## src/design/i2p_pkg.sv

```systemverilog
// Package for the infix-to-postfix converter.
// Holds request/response types, controller-datapath link types, and the
// character-class helpers. No dependencies.
package i2p_pkg;

    localparam int STACK_DEPTH = 32;
    localparam int CNT_W       = $clog2(STACK_DEPTH + 1);
    localparam int IDX_W       = (STACK_DEPTH > 1) ? $clog2(STACK_DEPTH) : 1;
    localparam int PREC_W      = 3;

    localparam logic [0:0] KIND_CHAR = 1'b0;
    localparam logic [0:0] KIND_END  = 1'b1;

    localparam logic [7:0] CH_POW = 8'h5E;
    localparam logic [7:0] CH_MUL = 8'h2A;
    localparam logic [7:0] CH_DIV = 8'h2F;
    localparam logic [7:0] CH_ADD = 8'h2B;
    localparam logic [7:0] CH_SUB = 8'h2D;
    localparam logic [7:0] CH_NUL = 8'h00;

    localparam logic [PREC_W-1:0] PREC_POW   = 3'd4;
    localparam logic [PREC_W-1:0] PREC_MUL   = 3'd3;
    localparam logic [PREC_W-1:0] PREC_ADD   = 3'd2;
    localparam logic [PREC_W-1:0] PREC_OTHER = 3'd0;

    typedef struct packed {
        logic [0:0] kind;
        logic [7:0] symbol;
    } req_t;

    typedef struct packed {
        logic [7:0] out_char;
        logic       last;
        logic       overflow;
    } rsp_t;

    typedef struct packed {
        logic load;
        logic pop;
        logic emit_sym;
        logic emit_term;
        logic push;
    } cmd_t;

    typedef struct packed {
        logic is_end;
        logic is_alnum;
        logic empty;
        logic top_ge;
        logic slot_free;
    } status_t;

    function automatic logic [PREC_W-1:0] prec_of(input logic [7:0] c);
        logic [PREC_W-1:0] p;
        case (c)
            CH_POW:          p = PREC_POW;
            CH_MUL, CH_DIV:  p = PREC_MUL;
            CH_ADD, CH_SUB:  p = PREC_ADD;
            default:         p = PREC_OTHER;
        endcase
        return p;
    endfunction

    function automatic logic is_alnum(input logic [7:0] c);
        return ((c >= 8'h30) && (c <= 8'h39)) ||
               ((c >= 8'h41) && (c <= 8'h5A)) ||
               ((c >= 8'h61) && (c <= 8'h7A));
    endfunction

endpackage

```

## src/design/infix_to_postfix_converter.sv

```systemverilog
// Top level of the infix-to-postfix converter (operator precedence, no parentheses).
// Instantiates i2p_ctrl and i2p_dp; depends on i2p_pkg.
//
//  channel | handshake            | payload
//  request | req_valid/req_ready  | req  (kind, symbol)
//  response| rsp_valid/rsp_ready  | rsp  (out_char, last, overflow)
//
// One request at a time, taken while idle; its responses follow (letter/digit:
// itself; operator: pops, then a push; end: pops, then a terminator). Operator
// pops go one per cycle through the stack's top entry while a response slot is free.
// rst_n clears stack count, overflow flag and response valid; no clearing pass.
// A stalled response register holds the sequencer; an operator push needs no slot.
module infix_to_postfix_converter (
    input  logic           clk,
    input  logic           rst_n,
    input  logic           req_valid,
    output logic           req_ready,
    input  i2p_pkg::req_t  req,
    output logic           rsp_valid,
    input  logic           rsp_ready,
    output i2p_pkg::rsp_t  rsp
);
    import i2p_pkg::*;

    cmd_t    cmd;
    status_t status;

    i2p_ctrl u_ctrl (
        .clk       (clk),
        .rst_n     (rst_n),
        .req_valid (req_valid),
        .req_ready (req_ready),
        .status    (status),
        .cmd       (cmd)
    );

    i2p_dp u_dp (
        .clk       (clk),
        .rst_n     (rst_n),
        .cmd       (cmd),
        .req       (req),
        .rsp_ready (rsp_ready),
        .status    (status),
        .rsp_valid (rsp_valid),
        .rsp       (rsp)
    );

endmodule

```

## src/design/i2p_dp.sv

```systemverilog
// Datapath: request latch, operator stack, overflow flag, response register.
// Depends on i2p_pkg.
module i2p_dp (
    input  logic             clk,
    input  logic             rst_n,
    input  i2p_pkg::cmd_t    cmd,
    input  i2p_pkg::req_t    req,
    input  logic             rsp_ready,
    output i2p_pkg::status_t status,
    output logic             rsp_valid,
    output i2p_pkg::rsp_t    rsp
);
    import i2p_pkg::*;

    req_t             item_reg;
    logic [7:0]       stack_reg [STACK_DEPTH];
    logic [7:0]       top_reg;
    logic [CNT_W-1:0] count_reg, count_next;
    logic             ovf_reg, ovf_next;
    logic             rsp_valid_reg, rsp_valid_next;
    rsp_t             rsp_reg, rsp_next;

    logic [CNT_W-1:0] top_pos;
    logic [CNT_W-1:0] below_pos;
    logic [7:0]       top_sym;
    logic             full;

    // top_reg mirrors the entry at count_reg - 1 whenever the stack is not empty
    assign top_pos   = count_reg - CNT_W'(1);
    assign below_pos = count_reg - CNT_W'(2);
    assign top_sym   = top_reg;
    assign full      = (count_reg >= CNT_W'(STACK_DEPTH));

    always_comb
    begin
        status.is_end    = (item_reg.kind == KIND_END);
        status.is_alnum  = is_alnum(item_reg.symbol);
        status.empty     = (count_reg == '0);
        status.top_ge    = (prec_of(top_sym) >= prec_of(item_reg.symbol));
        status.slot_free = !rsp_valid_reg || rsp_ready;
    end

    always_comb
    begin
        count_next     = count_reg;
        ovf_next       = ovf_reg;
        rsp_valid_next = rsp_valid_reg && !rsp_ready;
        rsp_next       = rsp_reg;
        if (cmd.pop)
        begin
            count_next     = top_pos;
            rsp_valid_next = 1'b1;
            rsp_next       = '{out_char: top_sym, last: 1'b0, overflow: 1'b0};
        end
        if (cmd.emit_sym)
        begin
            rsp_valid_next = 1'b1;
            rsp_next       = '{out_char: item_reg.symbol, last: 1'b0, overflow: 1'b0};
        end
        if (cmd.emit_term)
        begin
            rsp_valid_next = 1'b1;
            rsp_next       = '{out_char: CH_NUL, last: 1'b1, overflow: ovf_reg};
            ovf_next       = 1'b0;
        end
        if (cmd.push)
        begin
            if (full)
                ovf_next = 1'b1;
            else
                count_next = count_reg + CNT_W'(1);
        end
    end

    always_ff @(posedge clk or negedge rst_n)
    begin
        if (!rst_n)
        begin
            count_reg     <= '0;
            ovf_reg       <= 1'b0;
            rsp_valid_reg <= 1'b0;
        end
        else
        begin
            count_reg     <= count_next;
            ovf_reg       <= ovf_next;
            rsp_valid_reg <= rsp_valid_next;
        end
    end

    always_ff @(posedge clk)
    begin
        rsp_reg <= rsp_next;
        if (cmd.load)
            item_reg <= req;
        if (cmd.push && !full)
        begin
            stack_reg[count_reg[IDX_W-1:0]] <= item_reg.symbol;
            top_reg                         <= item_reg.symbol;
        end
        else if (cmd.pop)
            top_reg <= stack_reg[below_pos[IDX_W-1:0]];
    end

    assign rsp_valid = rsp_valid_reg;
    assign rsp       = rsp_reg;

`ifndef SYNTHESIS
    a_count_bound: assert property (@(posedge clk) disable iff (!rst_n)
        count_reg <= CNT_W'(STACK_DEPTH))
        else $error("stack count above depth");
    a_pop_nonempty: assert property (@(posedge clk) disable iff (!rst_n)
        cmd.pop |-> count_reg != '0)
        else $error("pop from empty stack");
    a_one_emit: assert property (@(posedge clk) disable iff (!rst_n)
        $onehot0({cmd.pop, cmd.emit_sym, cmd.emit_term, cmd.push}))
        else $error("conflicting datapath commands");
    a_term_clears: assert property (@(posedge clk) disable iff (!rst_n)
        cmd.emit_term |=> (count_reg == '0) && !ovf_reg && rsp_reg.last)
        else $error("terminator left state behind");
`endif

endmodule

```

## src/design/i2p_ctrl.sv

```systemverilog
// Controller FSM: takes one request, then sequences pops, emits and the push.
// Depends on i2p_pkg.
module i2p_ctrl (
    input  logic             clk,
    input  logic             rst_n,
    input  logic             req_valid,
    output logic             req_ready,
    input  i2p_pkg::status_t status,
    output i2p_pkg::cmd_t    cmd
);
    import i2p_pkg::*;

    localparam logic ST_IDLE = 1'b0;
    localparam logic ST_WORK = 1'b1;

    logic state_reg, state_next;

    assign req_ready = (state_reg == ST_IDLE);

    always_comb
    begin
        cmd        = '0;
        state_next = state_reg;
        case (state_reg)
            ST_IDLE:
            begin
                if (req_valid)
                begin
                    cmd.load   = 1'b1;
                    state_next = ST_WORK;
                end
            end
            ST_WORK:
            begin
                if (status.is_end)
                begin
                    if (status.slot_free)
                    begin
                        if (!status.empty)
                            cmd.pop = 1'b1;
                        else
                        begin
                            cmd.emit_term = 1'b1;
                            state_next    = ST_IDLE;
                        end
                    end
                end
                else if (status.is_alnum)
                begin
                    if (status.slot_free)
                    begin
                        cmd.emit_sym = 1'b1;
                        state_next   = ST_IDLE;
                    end
                end
                else if (!status.empty && status.top_ge)
                begin
                    if (status.slot_free)
                        cmd.pop = 1'b1;
                end
                else
                begin
                    cmd.push   = 1'b1;
                    state_next = ST_IDLE;
                end
            end
            default:
                state_next = ST_IDLE;
        endcase
    end

    always_ff @(posedge clk or negedge rst_n)
    begin
        if (!rst_n)
            state_reg <= ST_IDLE;
        else
            state_reg <= state_next;
    end

`ifndef SYNTHESIS
    a_load_then_work: assert property (@(posedge clk) disable iff (!rst_n)
        cmd.load |=> state_reg == ST_WORK)
        else $error("load did not start work");
    a_emit_needs_slot: assert property (@(posedge clk) disable iff (!rst_n)
        (cmd.pop || cmd.emit_sym || cmd.emit_term) |-> status.slot_free)
        else $error("emit into occupied response register");
    a_finish_to_idle: assert property (@(posedge clk) disable iff (!rst_n)
        (cmd.emit_sym || cmd.emit_term || cmd.push) |=> state_reg == ST_IDLE)
        else $error("finished request did not return to idle");
`endif

endmodule
```

## config.mk

```make
export PLATFORM = sky130hd
export DESIGN_NAME = infix_to_postfix_converter
export DESIGN_NICKNAME = d
export VERILOG_FILES = /design/src/design/i2p_pkg.sv /design/src/design/infix_to_postfix_converter.sv /design/src/design/i2p_dp.sv /design/src/design/i2p_ctrl.sv
export SDC_FILE = /design/constraint.sdc
export NUM_CORES = 1
export LEC_CHECK = 0
export BUFFER_PORTS_ARGS = -buffer_cell sky130_fd_sc_hd__buf_2
export CORE_MARGIN = 8
export CORE_UTILIZATION = 67
export CTS_CLUSTER_DIAMETER = 40
export DETAILED_ROUTE_END_ITERATION = 10
export HOLD_SLACK_MARGIN = 0.02
export PLACE_DENSITY_LB_ADDON = 0.1
export SLEW_MARGIN = 20
export SYNTH_ARGS = -nofsm -noshare
export SYNTH_HDL_FRONTEND = slang
export SYNTH_SLANG_ARGS = --single-unit
```

## constraint.sdc

```tcl
create_clock -name clk -period 5.2 [get_ports clk]
set_clock_uncertainty 0.2 [all_clocks]
set_input_delay 1.56 -clock clk [delete_from_list [all_inputs] [get_ports clk]]
set_output_delay 1.56 -clock clk [all_outputs]
set_load 0.03 [all_outputs]
```

==> results.py <==
metrics = {
    "yosys": {
        "async_flop_share_pct": 3.08,
        "ys_seq_elements": 292,
        "syn_area_sq_um": 11900,
        "yosysTopAreaCellShare_pct": 69.0,
        "ys_top_cells_by_area": "edfxtp_1 (69%), mux4_2 (12%), mux2i_1 (1.9%)",
        "syn_inst": 634,
        "synth_top_cell_by_area": "edfxtp_1",
        "synth_most_common_cell": "edfxtp_1",
        "yosysWarnings": 0,
        "synth_common_cells": "edfxtp_1 (274), mux4_2 (64), nor2_1 (50)",
        "syn-num-nets": 658,
        "avgSynthCellArea_sq_um": 18.8,
        "synth_edf_count": 274,
        "seq_area_frac_synth_pct": 72.4,
        "synth_cell_types": 56,
        "ys.flop_type": "edfxtp_1",
    },
    "run": {
        "drv_cap": 0,
    },
    "floorplanning": {
        "boundaryPins": 25,
        "coreArea_sq_um": 17400,
        "chipWidth_microns": 149,
        "start_util_pct": 68.7,
        "dieHeight_microns": 149,
        "fp-row-count": 48,
        "die_area_sq_um": 22300,
    },
    "timing": {
        "tns_ps": 0,
        "fmax_ghz": 0.239,
        "final_hold_viol_count": 0,
        "period_needed_ps": 4190,
        "whs_ps": 274,
        "rsz0062_at_grt": "no",
        "tightest_slew_ps": 1060,
        "maxSlewViolCount": 0,
        "maxSlewHeadroom_pct": 29.4,
        "post-route-period-util_pct": 80.5,
        "setup_viol": 0,
    },
    "worst_setup_path": {
        "cp_cell_sequence": "buf_4 -> mux2_2 -> nand3_1 -> ha_1 -> nand2_1 -> o21ai_0 -> nand2_1 -> and3_1 -> nand2_1 -> nor2_1",
        "path_class": "reg2reg",
        "crit_top_cell": "nand2_1",
        "slowest_stage": "edfxtp_1",
        "cp-start-kind": "register",
        "path_max_fanout": 24,
        "cp_slowest_stage_delay_ps": 760,
        "cp.required_ps": 5120,
        "critPathCaptureType": "register",
        "crit_buf_inv": 1,
        "critPathTopFamily": "simple AND/OR/NAND/NOR gates",
        "cp_data_arrival_time_ps": 4110,
    },
    "drt": {
        "post_drt_wl_per_cell_microns": 27.8,
        "antenna_left": 0,
        "remaining_drc_errors": 0,
        "vias": 6223,
        "drt_iter0_markers": 696,
        "routed_wl_microns": 25900,
        "avgViaCountPerCell": 6.68,
        "dr.pass1.iters": 6,
    },
    "clocking": {
        "root_buffer": "clkbuf_16",
        "postCtsSetupRepairBufs": 0,
        "cts_max_path_buffers": 3,
        "clock_latency_ps": 510,
        "path_clk_slew_ps": 60,
        "ctsHoldBuffers": 0,
        "numCtsBuffers": 36,
        "clkSinkCount": 292,
        "htreeDepth": 2,
        "cts_resized": 0,
        "cts_tree": "built",
    },
    "cells_and_area": {
        "area_delta_synth_final_pct": 12.6,
        "fill_cells": 908,
        "postLayoutCoreUtil_pct": 77.4,
        "diodes": 0,
        "drive_gt1_share_pct": 26.2,
        "layout.nets": 705,
        "stdcell_count": 931,
        "largest_reg_flops": 256,
    },
    "placement": {
        "placedCellCount": 868,
        "hpwlAfterDp_microns": 15800,
        "place_congestion": 0.902,
        "port_buffers": 24,
    },
    "global_route": {
        "grt_overflow": 0,
        "grt_start_max_net_pins": 64,
        "first_global_vias": 6265,
        "grt_usage_pct": 24.1,
        "grt_pass1_wl_microns": 39300,
        "antenna_found_initial": 0,
    },
    "power": {
        "p_leak_nw": 4.40,
        "p_per_area_nw_per_um2": 573,
        "vdd_ir_drop_max_v": 0.000565,
        "fin_total_pwr_mw": 7.69,
    },
    "outcome": {
        "status": "complete, no violations",
    },
    "worst_hold_path": {
        "hold_class": "reg2reg",
    },
}
-- worst min-delay path, stage by stage, from the launching register on --
cell     delay (ps)
dfxtp_1         300
inv_1            40
o21ai_0          70
-- cell type report --
class                   count  area [sq um]  area share [%]
inverters                   9          33.8           0.252
clock buffers              40           937            6.98
repair buffers             36           210            1.57
flip-flops and latches    292          8640            64.3
well taps                 225           282            2.10
multi-input cells         306          3100            23.1
clock inverters            23           229            1.71
-- where the power goes --
group	switching (mW)	internal, mW
logic	1.32	1.01
registers	0.187	2.79
clock network	0.965	1.42
total	2.47	5.22
-- metrics by stage --
| step | cell area (sq um) | setup slack, ps |
|---|---|---|
| detailed placement | 12300 | 1030 |
| CTS | 13400 | 1020 |
| floorplan | 11900 | 1680 |
| finish | 13400 | 1010 |
| global route | 13400 | 722 |
| global placement | 12300 | 1120 |
-- cells by family (layout without fill, tap and decap cells) --
logic type | after synthesis | in the layout | share of synthesized area [%]
compound gates | 64 | 64 | 3.56
fa+ha+maj | 11 | 11 | 1.15
buf+inv | 36 | 108 | 1.64
flops | 292 | 292 | 72.4
simple gates | 121 | 121 | 5.21
mux | 103 | 103 | 15.5
xor+xnor | 7 | 7 | 0.514
-- layer usage --
layer	up-vias	GRT usage, %	wire (microns)
met5	-	0	0
met4	0	8.63	607
met3	42	3.47	2110
met2	338	38.6	12800
met1	3173	33.5	10400
li1	2670	-	-
-- cell usage in the layout (no fill, tap or decap), types with 3 or more instances in the layout --
| master | count |
|---|---|
| edfxtp_1 | 274 |
| mux4_2 | 64 |
| nor2_1 | 50 |
| clkbuf_16 | 37 |
| nand2_1 | 31 |
| buf_2 | 24 |
| mux2i_1 | 23 |
| a21oi_1 | 19 |
| mux2_2 | 16 |
| o21ai_0 | 13 |
| buf_4 | 12 |
| ha_1 | 11 |
| inv_1 | 9 |
| o22ai_1 | 9 |
| dfxtp_1 | 9 |
| a221oi_1 | 8 |
| dfrtp_1 | 7 |
| nand3_1 | 5 |
| clkinvlp_4 | 5 |
| clkinv_4 | 5 |
| xnor2_1 | 4 |
| nand2b_1 | 4 |
| nor2b_1 | 4 |
| and3_1 | 3 |
| xor2_1 | 3 |
| nand4_1 | 3 |
| clkinv_2 | 3 |
| clkbuf_1 | 3 |
| clkinv_1 | 3 |
-- final timing paths --
kind	startpoint	endpoint	slack, ps	depth (start not counted)
worst max register to register	u_dp.item_reg[2]	u_dp.stack_reg[1][4]	1010	10
min in group asynchronous	rst_n	u_dp.ovf_reg	710	1
worst max-delay path	u_dp.item_reg[2]	u_dp.stack_reg[1][4]	1010	10
worst min-delay path	u_dp.rsp[1]	u_dp.rsp[1]	270	2
max in group asynchronous	rst_n	u_dp.count_reg[0]	3880	1
worst min register to register	u_dp.rsp[1]	u_dp.rsp[1]	270	2
Note: power is estimated with default switching activity, not from simulation.
